<file path="src/hw/rtl/utf8bs_pkg.sv">
`timescale 1ns / 1ps
`default_nettype none
// ----------------------------------------------------------------------------
// utf8bs_pkg
// Shared types, constants and the lead-byte decoder of the block segmenter.
// ----------------------------------------------------------------------------
package utf8bs_pkg;

    localparam int DEFAULT_BLOCK_CHARS = 8;
    localparam int LINE_INDEX_BITS     = 8;

    typedef logic [LINE_INDEX_BITS-1:0] t_idx;

    localparam logic [7:0] CONT_MASK = 8'hC0;
    localparam logic [7:0] CONT_TAG  = 8'h80;
    localparam logic [7:0] LEAD2_LO  = 8'hC2;
    localparam logic [7:0] LEAD2_HI  = 8'hDF;
    localparam logic [7:0] LEAD3_LO  = 8'hE0;
    localparam logic [7:0] LEAD3_HI  = 8'hEF;
    localparam logic [7:0] LEAD4_LO  = 8'hF0;
    localparam logic [7:0] LEAD4_HI  = 8'hF4;

    localparam int QUEUE_DEPTH = 4;
    localparam int QPTR_W      = $clog2(QUEUE_DEPTH);

    localparam int   APB_ADDR_W = 3;
    localparam logic REG_TPB    = 1'b0;

    // One run of characters produced by one input item: the first character
    // has first_len bytes, every further one a single byte.
    typedef struct packed {
        logic [2:0] first_len;
        logic [2:0] n_chars;
        logic       eol;
    } t_char_run;

    typedef struct packed {
        logic      valid;
        t_char_run run;
    } t_q_head;

    function automatic logic [2:0] lead_length(input logic [7:0] b);
        logic [2:0] len;
        len = 3'd1;
        if (b >= LEAD2_LO && b <= LEAD2_HI) len = 3'd2;
        else if (b >= LEAD3_LO && b <= LEAD3_HI) len = 3'd3;
        else if (b >= LEAD4_LO && b <= LEAD4_HI) len = 3'd4;
        return len;
    endfunction

endpackage
`default_nettype wire

</file>
<file path="src/hw/rtl/utf8_block_segmenter.sv">
`timescale 1ns / 1ps
`default_nettype none
// ----------------------------------------------------------------------------
// utf8_block_segmenter
// Split a byte stream of text lines into UTF-8 characters and report blocks.
// ----------------------------------------------------------------------------
// The block takes one byte per cycle while the queue has room (tlast marks
// the last byte of a line) and reports one output item per block of
// tokens_per_block characters (zero selects 8), with the line's last block
// flagged by tlast. The front end classifies every byte combinationally; the
// back end counts one character per cycle while the output is free, and a
// byte that flushes a broken sequence yields up to four characters, absorbed
// by a four-entry queue of character runs. Results leave through an output
// register, and a stalled output holds the back end while bytes keep
// flowing into the queue.
module utf8_block_segmenter
    import utf8bs_pkg::*;
(
    input  wire logic                  i_clk,
    input  wire logic                  i_rst_n,
    input  wire logic                  s_tvalid,
    output logic                       s_tready,
    input  wire logic [7:0]            s_tdata,   // byte_value
    input  wire logic                  s_tlast,   // end_of_line
    output logic                       m_tvalid,
    input  wire logic                  m_tready,
    output logic [31:0]                m_tdata,   // block_start, block_bytes,
                                                  // block_column, block_chars
    output logic                       m_tlast,   // final_block
    input  wire logic                  psel,
    input  wire logic                  penable,
    input  wire logic                  pwrite,
    input  wire logic [APB_ADDR_W-1:0] paddr,
    input  wire logic [31:0]           pwdata,
    output logic [31:0]                prdata,
    output logic                       pready
);

    logic [7:0] r_tpb;
    logic [7:0] limit;
    logic       cfg_wr;
    logic       q_full;
    logic       q_push;
    logic       q_pop;
    t_char_run  q_run;
    t_q_head    q_head;

    assign pready = 1'b1;
    assign cfg_wr = psel && penable && pwrite && pready
                    && (paddr[APB_ADDR_W-1] == REG_TPB);
    assign prdata = (paddr[APB_ADDR_W-1] == REG_TPB) ? {24'd0, r_tpb} : 32'd0;
    assign limit  = (r_tpb != 8'd0) ? r_tpb : 8'(DEFAULT_BLOCK_CHARS);

    always_ff @(posedge i_clk) begin
        if (!i_rst_n) begin
            r_tpb <= 8'd0;
        end else if (cfg_wr) begin
            r_tpb <= pwdata[7:0];
        end
    end

    utf8bs_front u_front (
        .i_clk   (i_clk),
        .i_rst_n (i_rst_n),
        .i_valid (s_tvalid),
        .i_byte  (s_tdata),
        .i_eol   (s_tlast),
        .i_full  (q_full),
        .o_ready (s_tready),
        .o_push  (q_push),
        .o_run   (q_run)
    );

    utf8bs_queue u_queue (
        .i_clk   (i_clk),
        .i_rst_n (i_rst_n),
        .i_push  (q_push),
        .i_run   (q_run),
        .i_pop   (q_pop),
        .o_full  (q_full),
        .o_head  (q_head)
    );

    utf8bs_back u_back (
        .i_clk      (i_clk),
        .i_rst_n    (i_rst_n),
        .i_head     (q_head),
        .i_limit    (limit),
        .o_pop      (q_pop),
        .o_m_tvalid (m_tvalid),
        .i_m_tready (m_tready),
        .o_m_tdata  (m_tdata),
        .o_m_tlast  (m_tlast)
    );

    a_chars_nonzero: assert property (@(posedge i_clk) disable iff (!i_rst_n)
        m_tvalid |-> (m_tdata[31:24] != 8'd0))
        else $error("block reported with no characters");

    a_pop_nonempty: assert property (@(posedge i_clk) disable iff (!i_rst_n)
        q_pop |-> q_head.valid)
        else $error("queue popped while empty");

    a_eol_queued: assert property (@(posedge i_clk) disable iff (!i_rst_n)
        (s_tvalid && s_tready && s_tlast) |-> q_push)
        else $error("line end item produced no characters");

endmodule
`default_nettype wire

</file>
<file path="src/hw/rtl/utf8bs_front.sv">
`timescale 1ns / 1ps
`default_nettype none
// ----------------------------------------------------------------------------
// utf8bs_front
// Accept bytes, track an open multi-byte sequence and turn each item into a
// run of finished characters for the back end.
// ----------------------------------------------------------------------------
module utf8bs_front
    import utf8bs_pkg::*;
(
    input  wire logic       i_clk,
    input  wire logic       i_rst_n,
    input  wire logic       i_valid,
    input  wire logic [7:0] i_byte,
    input  wire logic       i_eol,
    input  wire logic       i_full,
    output logic            o_ready,
    output logic            o_push,
    output t_char_run       o_run
);

    logic [1:0] r_pend, n_pend;
    logic [2:0] r_exp,  n_exp;
    logic       is_cont;
    logic [2:0] lead;
    logic [2:0] pend_inc;
    logic [2:0] nch;
    logic [2:0] first;
    logic       fresh;
    logic       accept;

    always_comb begin
        is_cont  = (i_byte & CONT_MASK) == CONT_TAG;
        lead     = lead_length(i_byte);
        pend_inc = {1'b0, r_pend} + 3'd1;
        n_pend   = r_pend;
        n_exp    = r_exp;
        nch      = 3'd0;
        first    = 3'd1;
        fresh    = 1'b1;
        if (r_pend != 2'd0) begin
            if (is_cont) begin
                fresh = 1'b0;
                if (pend_inc >= r_exp) begin
                    nch    = 3'd1;
                    first  = r_exp;
                    n_pend = 2'd0;
                    n_exp  = 3'd0;
                end else begin
                    n_pend = pend_inc[1:0];
                end
            end else begin
                // broken sequence: flush held bytes as single characters
                nch    = {1'b0, r_pend};
                n_pend = 2'd0;
                n_exp  = 3'd0;
            end
        end
        if (fresh) begin
            if (lead > 3'd1) begin
                n_pend = 2'd1;
                n_exp  = lead;
            end else begin
                nch = nch + 3'd1;
            end
        end
        if (i_eol) begin
            nch    = nch + {1'b0, n_pend};
            n_pend = 2'd0;
            n_exp  = 3'd0;
        end
    end

    assign o_ready         = !i_full;
    assign accept          = i_valid && o_ready;
    assign o_push          = accept && (nch != 3'd0);
    assign o_run.first_len = first;
    assign o_run.n_chars   = nch;
    assign o_run.eol       = i_eol;

    always_ff @(posedge i_clk) begin
        if (!i_rst_n) begin
            r_pend <= 2'd0;
            r_exp  <= 3'd0;
        end else if (accept) begin
            r_pend <= n_pend;
            r_exp  <= n_exp;
        end
    end

endmodule
`default_nettype wire

</file>
<file path="src/hw/rtl/utf8bs_queue.sv">
`timescale 1ns / 1ps
`default_nettype none
// ----------------------------------------------------------------------------
// utf8bs_queue
// Short FIFO of character runs between the front and the back end.
// ----------------------------------------------------------------------------
module utf8bs_queue
    import utf8bs_pkg::*;
(
    input  wire logic      i_clk,
    input  wire logic      i_rst_n,
    input  wire logic      i_push,
    input  wire t_char_run i_run,
    input  wire logic      i_pop,
    output logic           o_full,
    output t_q_head        o_head
);

    localparam int CNT_W = $clog2(QUEUE_DEPTH + 1);

    t_char_run         r_mem [QUEUE_DEPTH];
    logic [QPTR_W-1:0] r_wr, r_rd;
    logic [CNT_W-1:0]  r_cnt;
    logic              do_push, do_pop;

    assign o_full       = r_cnt == CNT_W'(QUEUE_DEPTH);
    assign o_head.valid = r_cnt != '0;
    assign o_head.run   = r_mem[r_rd];
    assign do_push      = i_push && !o_full;
    assign do_pop       = i_pop && o_head.valid;

    always_ff @(posedge i_clk) begin
        if (do_push) begin
            r_mem[r_wr] <= i_run;
        end
    end

    always_ff @(posedge i_clk) begin
        if (!i_rst_n) begin
            r_wr  <= '0;
            r_rd  <= '0;
            r_cnt <= '0;
        end else begin
            if (do_push) r_wr <= r_wr + QPTR_W'(1);
            if (do_pop)  r_rd <= r_rd + QPTR_W'(1);
            if (do_push && !do_pop) begin
                r_cnt <= r_cnt + CNT_W'(1);
            end else if (do_pop && !do_push) begin
                r_cnt <= r_cnt - CNT_W'(1);
            end
        end
    end

endmodule
`default_nettype wire

</file>
<file path="src/hw/rtl/utf8bs_back.sv">
`timescale 1ns / 1ps
`default_nettype none
// ----------------------------------------------------------------------------
// utf8bs_back
// Step through queued characters one per cycle while the output register is
// free, count them into blocks and register each closed block on the output channel.
// ----------------------------------------------------------------------------
module utf8bs_back
    import utf8bs_pkg::*;
(
    input  wire logic        i_clk,
    input  wire logic        i_rst_n,
    input  wire t_q_head     i_head,
    input  wire logic [7:0]  i_limit,
    output logic             o_pop,
    output logic             o_m_tvalid,
    input  wire logic        i_m_tready,
    output logic [31:0]      o_m_tdata,
    output logic             o_m_tlast
);

    t_idx       r_off, r_bstart, r_col;
    logic [7:0] r_chars;
    logic [1:0] r_ci;
    logic       r_ovalid;
    logic [31:0] r_odata;
    logic       r_olast;

    logic       out_free;
    logic       step;
    logic [2:0] len;
    t_idx       pos;
    logic [7:0] chars_n;
    logic       last;
    logic       line_end;
    logic       close;

    assign out_free = !r_ovalid || i_m_tready;
    assign step     = i_head.valid && out_free;
    assign len      = (r_ci == 2'd0) ? i_head.run.first_len : 3'd1;
    assign pos      = r_off + t_idx'(len);
    assign chars_n  = r_chars + 8'd1;
    assign last     = {1'b0, r_ci} == (i_head.run.n_chars - 3'd1);
    assign line_end = i_head.run.eol && last;
    assign close    = (chars_n >= i_limit) || line_end;
    assign o_pop    = step && last;

    always_ff @(posedge i_clk) begin
        if (!i_rst_n) begin
            r_off    <= '0;
            r_bstart <= '0;
            r_col    <= '0;
            r_chars  <= '0;
            r_ci     <= '0;
        end else if (step) begin
            r_ci <= last ? 2'd0 : r_ci + 2'd1;
            priority if (line_end) begin
                r_off    <= '0;
                r_bstart <= '0;
                r_col    <= '0;
                r_chars  <= '0;
            end else if (close) begin
                r_off    <= pos;
                r_bstart <= pos;
                r_col    <= r_col + t_idx'(chars_n);
                r_chars  <= '0;
            end else begin
                r_off   <= pos;
                r_chars <= chars_n;
            end
        end
    end

    always_ff @(posedge i_clk) begin
        if (!i_rst_n) begin
            r_ovalid <= 1'b0;
        end else if (step && close) begin
            r_ovalid <= 1'b1;
        end else if (i_m_tready) begin
            r_ovalid <= 1'b0;
        end
    end

    always_ff @(posedge i_clk) begin
        if (step && close) begin
            r_odata <= {chars_n, 8'(r_col), 8'(pos - r_bstart), 8'(r_bstart)};
            r_olast <= line_end;
        end
    end

    assign o_m_tvalid = r_ovalid;
    assign o_m_tdata  = r_odata;
    assign o_m_tlast  = r_olast;

endmodule
`default_nettype wire

</file>
<file path="config.mk">
export PLATFORM = sky130hd
export DESIGN_NAME = utf8_block_segmenter
export DESIGN_NICKNAME = d
export VERILOG_FILES = /design/src/hw/rtl/utf8bs_pkg.sv /design/src/hw/rtl/utf8_block_segmenter.sv /design/src/hw/rtl/utf8bs_front.sv /design/src/hw/rtl/utf8bs_queue.sv /design/src/hw/rtl/utf8bs_back.sv
export SDC_FILE = /design/constraint.sdc
export NUM_CORES = 1
export LEC_CHECK = 0
export BUFFER_PORTS_ARGS = -buffer_cell sky130_fd_sc_hd__buf_2
export CORE_MARGIN = 2
export CORE_UTILIZATION = 48
export CTS_CLUSTER_SIZE = 16
export DETAILED_ROUTE_END_ITERATION = 6
export PLACE_DENSITY = 0.74
export SLEW_MARGIN = 20
export SYNTH_ARGS = -nofsm -noshare
export SYNTH_HDL_FRONTEND = slang
export SYNTH_SLANG_ARGS = --single-unit
</file>
<file path="constraint.sdc">
create_clock -name i_clk -period 4.4 [get_ports i_clk]
set_input_delay 0 -clock i_clk [delete_from_list [all_inputs] [get_ports i_clk]]
set_output_delay 0 -clock i_clk [all_outputs]
set_load 0.03 [all_outputs]
</file>
Word level (Yosys, flattened, before mapping)
Memory sizes are Yosys's and may differ from the RTL's. A register that Yosys moved wholly into a read port is not among the register bits.
Index checks and enable logic that the tools add are counted.

word-level totals
  bits in registers = 88
  latch bits = 0
  RAM bits = 28
  bits in read-only memories = 0
  bits of input ports = 51
  output and inout bits = 68
  word-level logic and storage cells = 117
  memories kept = 1

cells by class
  add/sub/neg operators = 13
  $mul = 0
  divide/modulo/power cells = 0
  $lt $le $gt $ge = 9
  equal/unequal tests = 3
  shift-type cells = 0
  muxes and demuxes = 45
  bitwise gates (word level) = 1
  reduce and logical (&&, ||, !) cells = 31

memory list
  memory         depth  bits a word  read ports  clocked after memory_dff  write ports  RTL line            text
  u_queue.r_mem  4      7            1           1                         1            utf8bs_queue.sv:21  t_char_run r_mem [QUEUE_DEPTH];

operators with widths
  operator             count
  $mux 8               9
  $mux 3               19
  $ge 8x8->1 const B   3
  $le 8x8->1 const B   3
  $mux 2               10
  $logic_and 1x1->1    16
  $add 8x1->8 const B  1
  $add 8x3->8          1
  $add 8x8->8          1
  $ge 8x8->1           1
  $reduce_bool 2->1    4
  $reduce_bool 8->1    1
  $sub 8x8->8          1
  $mux 1               7
  $add 2x1->2 const B  3
  $add 3x1->3 const B  2
  $reduce_bool 3->1    2
  $sub 3x1->3 const B  2
  $logic_not 1->1      4
  $add 2x1->3 const B  1
  $add 3x2->3          1
  $eq 2x3->1           1
  $eq 3x3->1 const B   1
  $ge 3x3->1           1
  other kinds (6)      7

Logic depth before layout (Yosys ltp)
Gate-level depths: netlist (run 1).

  word-level depth = 17
  depth in mapped cells = 19
  mapped depth without buffers = 19

Cells and area by module
From an unflattened synthesis (run 1), not the netlist that was laid out.

second synthesis, totals
  cell total of the unflattened synthesis = 567
  area, all modules = 6266.0 um^2

by module, submodules not included
  module                instances  cells each  area each (um^2)  sequential area each (um^2)
  utf8bs_back           1          316         3424.5            1691.6
  utf8bs_queue          1          85          1498.9            1021.0
  utf8bs_front          1          85          700.7             100.1
  utf8_block_segmenter  1          81          641.9             160.2

Worst setup path before layout (run 1)
No wires, ideal clock.

  kind = reg-to-reg
  from = register u_front.r_pend[0]
  to = register u_queue.r_cnt[2]
  setup time = 0.076 ns
  arrival time = 4.651 ns
  required time = 4.324 ns
  setup slack = -0.327 ns
  cell stages (with the launch flop) = 20
  path buffers = 0
  period minus slack after synthesis = 4.727 ns
  cells stage by stage = dfxtp_1 inv_1 ha_1 ha_1 or4b_2 a21o_1 nand3_1 inv_1 ha_1 a22oi_1 fa_1 xor2_1 a32o_2 a21oi_4 ha_1 inv_1 fa_1 xor2_1 or3_1 a21boi_0

on the way
  word-level cells in the longest chain between the ends = 16
  elaborated cells on any way between the ends = 25
  those cells by class = add/sub (3); order compare (1); mux (13); reduce/logical (8)

RTL lines
  element                      RTL line            text
  from (decl)                  utf8bs_front.sv:22  logic [1:0] r_pend, n_pend;
  from (signal assigned)       utf8bs_front.sv:86  r_pend <= n_pend;
  $add 2x1->3                  utf8bs_front.sv:35  pend_inc = {1'b0, r_pend} + 3'd1;
  $ge 3x3->1                   utf8bs_front.sv:44  if (pend_inc >= r_exp) begin
  $mux 1                       utf8bs_front.sv:44
  $mux 2                       utf8bs_front.sv:42  if (is_cont) begin
  $mux 3                       utf8bs_front.sv:41  if (r_pend != 2'd0) begin
  $add 3x1->3                  utf8bs_front.sv:64  nch = nch + 3'd1;
  $mux 3                       utf8bs_front.sv:60  if (lead > 3'd1) begin
  $mux 3                       utf8bs_front.sv:59  if (fresh) begin
  $add 3x2->3                  utf8bs_front.sv:68  nch = nch + {1'b0, n_pend};
  $mux 3 *                     utf8bs_front.sv:67  if (i_eol) begin
  $reduce_bool 3->1 *          utf8bs_front.sv:76  assign o_push = accept && (nch != 3'd0);
  $logic_and 1x1->1 *          utf8bs_front.sv:76
  $logic_and 1x1->1 *          utf8bs_queue.sv:29  assign do_push = i_push && !o_full;
  net u_queue.do_push          utf8bs_queue.sv:24  logic do_push, do_pop;
  $logic_not 1->1              utf8bs_queue.sv:48  end else if (do_pop && !do_push) begin
  $logic_and 1x1->1            utf8bs_queue.sv:48
  $reduce_bool 2->1 (no line)  n/a
  to (signal assigned)         utf8bs_queue.sv:47  r_cnt <= r_cnt + CNT_W'(1);
  to (signal assigned)         utf8bs_queue.sv:49  r_cnt <= r_cnt - CNT_W'(1);
  to (decl)                    utf8bs_queue.sv:23  logic [CNT_W-1:0] r_cnt;

Mark *: on every way through the listed nets, which the timed path passes. The rest lies on a longest branch.
A chain may end at the register's enable or synchronous reset.

Worst setup path in the final report (run 1)
Same ends and word-level chain as after synthesis.

==> flow_summary.ini, run 1 <==
[status]
status = complete, no violations

[finish]
layout_common_cells = buf_2 (67), edfxtp_1 (61), dfxtp_1 (55)
area_growth_pct = 19.1
final_core_utilization_pct = 58.0
n_fill_cell = 1055
design_area_um2 = 7260
drive_gt1_share_pct = 21.7
fin_nets = 730
finalNonFillerCells = 816
antenna_cells = 0
final_common_cell = buf_2

[clocking]
clk_path_buf_depth = 2
clock_sinks = 118
ctsHtreeMaxLevel = 4
cts_buffers = 17
cts_tree = yes
path_clk_slew_ns = 0.05
insertion_delay_ns = 0.41
clockRootBuffer = clkbuf_16

[sta]
min_period_ns = 4.27
slew_viol_final = 0
max_slew.worst_pin.slew_ns = 0.772
fin_ws_ns = 0.132
fmax_mhz = 234
finClkSkew_ns = 0.00967
finalSetupViolations = 0
post-route-period-util_pct = 97.0
whs_ns = 0.0727
slew_headroom_pct = 48.3
hold_viol = 0

[synthesis]
synthCells = 544
synth_area_per_cell_um2 = 11.2
synth.distinct_cells = 60
ys.flop_type = edfxtp_1
ys_ff_latch = 118
synthArstFlopShare_pct = 0
ys_warn_count = 0
netlist_area_um2 = 6100
synth_seq_area_share_pct = 48.8
synth_edf_count = 61

[power]
p_int_mw = 2.78
vdd_drop_max_mv = 0.260
power_frac_clock_pct = 27.3
p_comb_share_pct = 37.4
power_frac_seq_pct = 35.3
power-per-cell-area_nw_per_um2 = 588
power.share.switching_pct = 35.0
p_sw_mw = 1.50
power.leakage_nw = 2.95

[floorplan]
initial_core_util_pct = 48.7
fp.dieW_um = 117
fp.dieH_um = 117
num_rows = 41
dieArea_um2 = 13600
core_um2 = 12500
io_pins = 119

[critical_path]
worst-endpoint-arrival_ns = 4.61
max_stage_delay_ns = 0.51
required_ns = 4.74
cp.buffers_inverters = 3
crit_chain = inv_2 -> ha_4 -> ha_4 -> or4b_4 -> a21o_1 -> nand3_4 -> inv_2 -> ha_4 -> a22oi_2 -> fa_2 -> a32o_2 -> a21oi_4 -> ha_4 -> inv_2 -> fa_2 -> xor2_2 -> or3_1 -> a21boi_1
start_kind = flop
crit_family = adder cells
cp_max_fo = 3
end_kind = flop
crit_start = u_front.r_pend[0]
r2r_end = u_queue.r_cnt[2]
r2r_start = u_front.r_pend[0]
timing_worst_setup_path_type = reg -> reg
worst-r2r-cell-count = 18
reg2reg_slack_ns = 0.13
crit_top_cell = ha_4
worst_path_max_delay_cell = or4b_4

[placed_design]
pre_cts_ws_ns = -0.0606
dpl_cell_area_um2 = 6580
post-dp-hpwl_um = 8070
portBuffers = 67
place_inst = 771
place_congestion = 0.822

[min_path]
worstHoldStart = s_tdata[4]
min_to = u_front.r_exp[2]
hold_class = in -> reg
hold_depth = 5

[global_route]
antenna_found_initial = 0
grt_overflow = 0
track_usage_pct = 17.4
grt_pass1_wl_um = 18300
grt_pass1_vias = 4075
grt_max_degree = 49

[route]
wl_um = 11100
vias = 4142
drc_errors = 0
routedWlPerCell_um = 13.6
firstDrtPassIters = 4
drt_iter0_markers = 209
ant_nets = 0
viasPerCell = 5.08

[flow_run]
drv_cap = 0
-- Yosys cell counts, types with 3 or more instances --
| cell | n | share of area (%) |
|---|---|---|
| nand4_1 | 4 | 0.41 |
| ha_1 | 40 | 8.2 |
| nand3_1 | 10 | 0.82 |
| xnor2_1 | 25 | 3.6 |
| nand2b_1 | 5 | 0.51 |
| a22oi_1 | 9 | 1.1 |
| and2_1 | 12 | 1.2 |
| inv_1 | 35 | 2.2 |
| a21o_1 | 15 | 1.8 |
| a22o_1 | 12 | 1.7 |
| nor3_1 | 13 | 1.1 |
| fa_1 | 5 | 1.6 |
| clkbuf_1 | 12 | 0.74 |
| dfxtp_1 | 57 | 19 |
| or2_2 | 4 | 0.41 |
| buf_6 | 3 | 0.55 |
| buf_4 | 25 | 3.1 |
| a21oi_1 | 18 | 1.5 |
| o21ai_0 | 11 | 0.90 |
| nand2_1 | 50 | 3.1 |
| edfxtp_1 | 61 | 30 |
| nor2_1 | 20 | 1.2 |
| xor2_1 | 10 | 1.4 |
| mux4_2 | 5 | 1.8 |
| a21boi_0 | 17 | 2.1 |
| nor2b_1 | 19 | 1.9 |
| mux2i_1 | 4 | 0.66 |
-- through the flow --
stage	total power [mW]	setup TNS, ns
6_report	4.27	0
5_1_grt	4.55	-0.0227
4_1_cts	4.29	0
3_5_place_dp	3.10	-0.0606
3_3_place_gp	3.04	0
2_1_floorplan	2.77	0
-- state kept, by name, indices dropped and copies added (netlist names), 2 cells and up, named ones only --
signal	flops
u_queue.r_mem	28
u_queue.r_cnt	3
u_back.r_bstart	8
u_queue.r_rd	2
u_back.r_ci	2
u_back.o_m_tdata	32
u_front.r_pend	2
u_back.r_off	8
u_back.r_chars	8
r_tpb	8
u_queue.r_wr	2
u_back.r_col	8
u_front.r_exp	3
-- what timing repair did --
action	CTS	global route
setup buffers	3	2
setup endpoints to repair	1	1
gates resized for setup	5	5
endpoints found under the hold margin	14	0
hold buffers	11	0
pin swaps	11	9
-- tightest hold or removal path, delay by kind of cell --
kind	cells	cell delay, ns
AOI/OAI and AO/OA	1	0.06
buffers and inverters	1	0.10
and+or+nand+nor	3	0.26
-- metal layers --
layer	vias up	global-route usage, %	routed length [um]
li1	2056	-	-
met1	1960	19.9	4780
met2	103	30.0	5650
met3	23	4.00	448
met4	0	9.49	255
met5	-	0	0
-- final cells by class --
| cell class | count | area [um^2] | share of cell area (%) |
|---|---|---|---|
| clock buffers | 22 | 464 | 6.39 |
| clock inverters | 7 | 33.8 | 0.465 |
| inverters | 36 | 136 | 1.88 |
| multi-input cells | 372 | 2900 | 39.9 |
| flip-flops and latches | 118 | 2980 | 41.0 |
| well taps | 172 | 215 | 2.96 |
| repair buffers | 89 | 541 | 7.44 |
-- cell families after synthesis --
family                     share of synthesized area (%)
and+or+nand+nor                                     14.1
AOI/OAI and AO/OA                                   11.2
buffers and inverters                               6.67
other                                              0.123
muxes                                               3.73
xor gates and xnor gates                            5.56
DFF                                                 48.8
adders and majority gates                           9.85
-- power by group through the flow --
| stage | logic, mW | registers (mW) | clock network [mW] |
|---|---|---|---|
| 6_report | 1.60 | 1.51 | 1.17 |
| 5_1_grt | 1.79 | 1.53 | 1.23 |
| 4_1_cts | 1.59 | 1.51 | 1.19 |
| 3_5_place_dp | 1.57 | 1.53 | 0 |
| 3_3_place_gp | 1.52 | 1.52 | 0 |
| 2_1_floorplan | 1.10 | 1.67 | 0 |
-- worst max path at each step --
stage	endpoint	cells after the start
global placement	u_queue.r_cnt[2]	18
CTS	u_queue.r_cnt[2]	19
detailed placement	u_queue.r_cnt[2]	18
finish	u_queue.r_cnt[2]	18
global route	u_queue.r_cnt[2]	18
floorplan	u_queue.r_cnt[2]	18
Note: power is estimated with default switching activity, not from simulation.
==> inputs of run 2 (changes only) <==
- SETUP_SLACK_MARGIN: not set -> 0.2
==> run 2 against run 1 <==
Net effect: die area did not move; count of clock-buffer cells in the layout fell by 5; utilization up 0.70 points; via count decreased by 0.31%; fmax rose by 1.0%; hold slack improved by 0.0082 ns; first-iteration DRC count rose by 22%; register-to-register slack gained 0.04 ns; critical path type unchanged; largest cell class unchanged; highest routed layer unchanged.
==> flow_summary.ini, run 2 (synthesis results as in run 1) <==
[sta]
max_slew.worst_pin.slew_ns = 0.785
finClkSkew_ns = 0.00733
fmax_mhz = 237
slew_headroom_pct = 47.5
post-route-period-util_pct = 96.0
finalSetupViolations = 0
min_period_ns = 4.22
hold_viol = 0
setup-tns-final_ns = 0
slew_viol_final = 0
rsz0062_at_grt = true

[route]
ant_nets = 0
viasPerCell = 5.05
wl_met3_um = 390
wl_um = 11400
drc_errors = 0
top_layer_used = met4
met2_length_um = 5860
drt_iter0_markers = 254
met1_length_um = 4930
routedWlPerCell_um = 13.9
firstDrtPassIters = 4
vias = 4129

[floorplan]
num_rows = 41
core_um2 = 12500
io_pins = 119
dieArea_um2 = 13600
fp.dieH_um = 117
fp.dieW_um = 117
initial_core_util_pct = 48.7

[finish]
design_area_um2 = 7350
area_growth_pct = 20.6
final_common_cell = buf_2
finalNonFillerCells = 818
fin_nets = 729
antenna_cells = 0
largest_register_ffs = 32
drive_gt1_share_pct = 23.1
layout_common_cells = buf_2 (67), edfxtp_1 (61), dfxtp_1 (55)

[critical_path]
start_kind = flop
timing_worst_setup_path_type = reg -> reg
required_ns = 4.74
end_kind = flop
worst-endpoint-arrival_ns = 4.56
cp_max_fo = 3

[placed_design]
post-dp-hpwl_um = 8190
dpl_cell_area_um2 = 6570
place_inst = 769
portBuffers = 67
place_congestion = 0.837

[clocking]
cts_buffers = 17
clk_path_buf_depth = 2
insertion_delay_ns = 0.41
clockRootBuffer = clkbuf_16
clock_sinks = 118
ctsHtreeMaxLevel = 4
path_clk_slew_ns = 0.06
cts_tree = yes

[global_route]
grt_overflow = 0
grt_pass1_wl_um = 19000
grt_pass1_vias = 4074
track_usage_pct = 17.8
antenna_found_initial = 0
grt_max_degree = 49

[status]
status = complete, no violations

[power]
vdd_drop_max_mv = 0.256
power-per-cell-area_nw_per_um2 = 611
power.leakage_nw = 2.98

[flow_run]
drv_cap = 0

[min_path]
hold_class = in -> reg
## run 2: critical path, cell delays in order, from the launching register on
cell,delay (ns)
dfxtp_4,0.36
inv_2,0.05
ha_4,0.25
ha_4,0.15
or4b_4,0.47
a21o_1,0.21
nand3_4,0.10
inv_2,0.05
ha_4,0.26
a22oi_2,0.08
fa_2,0.39
xor2_1,0.18
a32o_2,0.28
a21oi_4,0.16
ha_4,0.16
inv_2,0.03
fa_2,0.33
xor2_1,0.16
or3_1,0.33
a21boi_1,0.15
## run 2: timing repair
action	4_1_cts	5_1_grt
endpoints found under the hold margin	14	0
pin swaps	9	4
hold buffers	11	0
setup buffers	5	1
resized for setup	3	2
setup endpoints to repair	1	1
## run 2: layout make-up
type	count	area (um^2)
Clock buffer	17	425
Clock inverter	15	181
Fill cell	1057	5170
Inverter	36	136
Multi-Input combinational cell	372	2890
Sequential cell	118	2980
Tap cell	172	215
Timing Repair Buffer	88	520
## run 2: through the flow
step,util [%],hold WS [ns],power (mW),setup slack (ns)
final,58.7,0.0809,4.49,0.176
after global routing,58.7,0.125,4.76,0.0396
after CTS,58.6,0.0707,4.53,0.184
after detailed placement,52.4,0.268,3.10,0.0664
after global placement,52.4,0.254,3.03,0.209
after floorplan,-,0.0989,2.77,0.219
## run 2: final timing paths
check                startpoint                   to  slack [ns]  depth (start not counted)
min                  s_tdata[6]     u_front.r_exp[1]        0.08                          4
max           u_front.r_pend[0]     u_queue.r_cnt[2]        0.18                         19
min reg2reg  u_back.r_bstart[2]  u_back.o_m_tdata[2]        0.47                          0
max reg2reg   u_front.r_pend[0]     u_queue.r_cnt[2]        0.18                         19
## run 2: power breakdown
part | leakage, nW | internal [mW] | switching [mW]
Clock | 0.281 | 0.891 | 0.499
Sequential | 1.03 | 1.41 | 0.100
Combinational | 1.67 | 0.620 | 0.972
## run 2: layer usage
layer,track usage [%],vias up
met1,21.3,1954
li1,-,2060
met3,3.48,18
met2,31.7,97
met4,7.06,0
met5,0,-
==> inputs of run 3 (changes only) <==
- GPL_TIMING_DRIVEN: not set -> 0
==> run 3 against run 2 <==
Net effect: final area rose by 2.1%; register-to-register slack improved by 0.07 ns; sequential cell count did not move; global-route usage fell by 0.36 points; combinational power rose by 3%; die area did not move; final cell count rose by 4.3%; count of clock-buffer cells in the layout rose by 3; sequential power barely moved; first-iteration DRC count fell by 17%; non-clock buffer count rose by 36; fmax rose by 1.7%; critical path type unchanged; critical endpoint unchanged; highest routed layer unchanged.
==> flow_summary.ini, run 3 (synthesis results as in run 1) <==
[status]
status = complete, no violations

[min_path]
hold_depth = 5
worstHoldStart = s_tdata[4]
min_to = u_front.r_exp[2]
hold_class = in -> reg

[sta]
slew_viol_final = 0
post-route-period-util_pct = 94.4
whs_ns = 0.0858
setup-tns-final_ns = 0
slew_headroom_pct = 50.1
finalSetupViolations = 0
min_period_ns = 4.15
rsz0062_at_grt = true
hold_viol = 0
fmax_mhz = 241
max_slew.worst_pin.slew_ns = 0.746
finClkSkew_ns = 0.0115

[clocking]
cts_tree = yes
path_clk_slew_ns = 0.05
insertion_delay_ns = 0.41
cts_buffers = 17
clk_path_buf_depth = 2
clockRootBuffer = clkbuf_16
clock_sinks = 118
ctsHtreeMaxLevel = 4

[placed_design]
place_congestion = 0.843
portBuffers = 66
post-dp-hpwl_um = 8400

[power]
vdd_drop_max_mv = 0.309
power.leakage_nw = 3.09
power-per-cell-area_nw_per_um2 = 578

[route]
wl_um = 11100
drc_errors = 0
ant_nets = 0
firstDrtPassIters = 4
drt_iter0_markers = 210
routedWlPerCell_um = 13.0
viasPerCell = 4.85
vias = 4141

[floorplan]
io_pins = 119
fp.dieW_um = 117
fp.dieH_um = 117
num_rows = 41
initial_core_util_pct = 48.7
core_um2 = 12500
dieArea_um2 = 13600

[critical_path]
timing_worst_setup_path_type = reg -> reg
end_kind = flop
r2r_end = u_queue.r_cnt[2]
required_ns = 4.74
r2r_start = u_front.r_pend[0]
start_kind = flop
worst-r2r-cell-count = 18
cp_max_fo = 3
worst-endpoint-arrival_ns = 4.49
reg2reg_slack_ns = 0.25

[global_route]
grt_pass1_wl_um = 18300
grt_overflow = 0
grt_max_degree = 42
grt_pass1_vias = 4012
track_usage_pct = 17.5
antenna_found_initial = 0

[finish]
antenna_cells = 0
area_growth_pct = 23.0
layout_common_cells = buf_2 (66), edfxtp_1 (61), dfxtp_1 (55)
largest_register_ffs = 32
drive_gt1_share_pct = 24.4
final_core_utilization_pct = 59.9
final_common_cell = buf_2
fin_nets = 765

[flow_run]
drv_cap = 0
run 3: worst max path at each step:
stage	from	to	slack, ns	cells after the start
after CTS	u_front.r_pend[0]	u_queue.r_cnt[2]	0.13	19
after global placement	u_front.r_pend[0]	u_queue.r_cnt[2]	0.02	18
after global routing	u_front.r_pend[0]	u_queue.r_cnt[2]	0.08	18
final	u_front.r_pend[0]	u_queue.r_cnt[2]	0.25	18
after detailed placement	u_front.r_pend[0]	u_queue.r_cnt[2]	-0.06	17
after floorplan	u_front.r_pend[0]	u_queue.r_cnt[2]	0.22	17
run 3: critical path: stages, from the launching register on:
cell and delay, ns:
dfxtp_4 0.36, inv_2 0.04, ha_4 0.24, ha_4 0.16, or4b_4 0.47, a21o_1 0.19
nand3_4 0.11, inv_2 0.05, ha_4 0.21, a22oi_2 0.20, fa_2 0.48, a32o_2 0.30
a21oi_4 0.17, ha_4 0.16, inv_2 0.03, fa_2 0.32, xor2_1 0.15, or3_1 0.30
a21boi_1 0.13
run 3: final cells by class:
| type | count | area [um^2] |
|---|---|---|
| plain buffers | 41 | 270 |
| clock buffers | 20 | 437 |
| clock inverters | 11 | 87.6 |
| fillers | 1065 | 5010 |
| inverters | 36 | 136 |
| multi-input cells | 372 | 2890 |
| flip-flops and latches | 118 | 2980 |
| well taps | 172 | 215 |
| repair buffers | 83 | 485 |
run 3: power by group:
group	total [mW]	internal (mW)	leakage, nW	switching (mW)
Sequential	1.50	1.41	1.03	0.0818
Clock	1.21	0.762	0.257	0.449
Combinational	1.63	0.650	1.81	0.981
Total	4.34	2.83	3.09	1.51
run 3: repair_timing:
item,CTS,global route
setup endpoints to repair,1,1
hold buffers,11,0
resized for setup,5,0
pin swaps,10,4
endpoints found under the hold margin,14,0
buffers inserted,6,0
run 3: layer usage:
| layer | vias to the layer above | GRT usage, % | share of wire [%] | routed length (um) |
|---|---|---|---|---|
| li1 | 2132 | - | - | - |
| met1 | 1914 | 21.1 | 45 | 4990 |
| met2 | 83 | 29.9 | 50 | 5530 |
| met3 | 12 | 4.41 | 3.6 | 405 |
| met4 | 0 | 7.14 | 1.5 | 168 |
| met5 | - | 0 | 0 | 0 |
run 3: stage by stage:
stage                     instance area [um^2]  total power, mW  cells  setup slack, ns
final                                     7500             4.34    853            0.248
after detailed placement                  6800             3.13    805          -0.0644
after floorplan                           6250             2.77    567            0.219
after global routing                      7500             4.61    853           0.0820
after global placement                    6800             3.07    805           0.0166
after CTS                                 7500             4.38    853            0.135
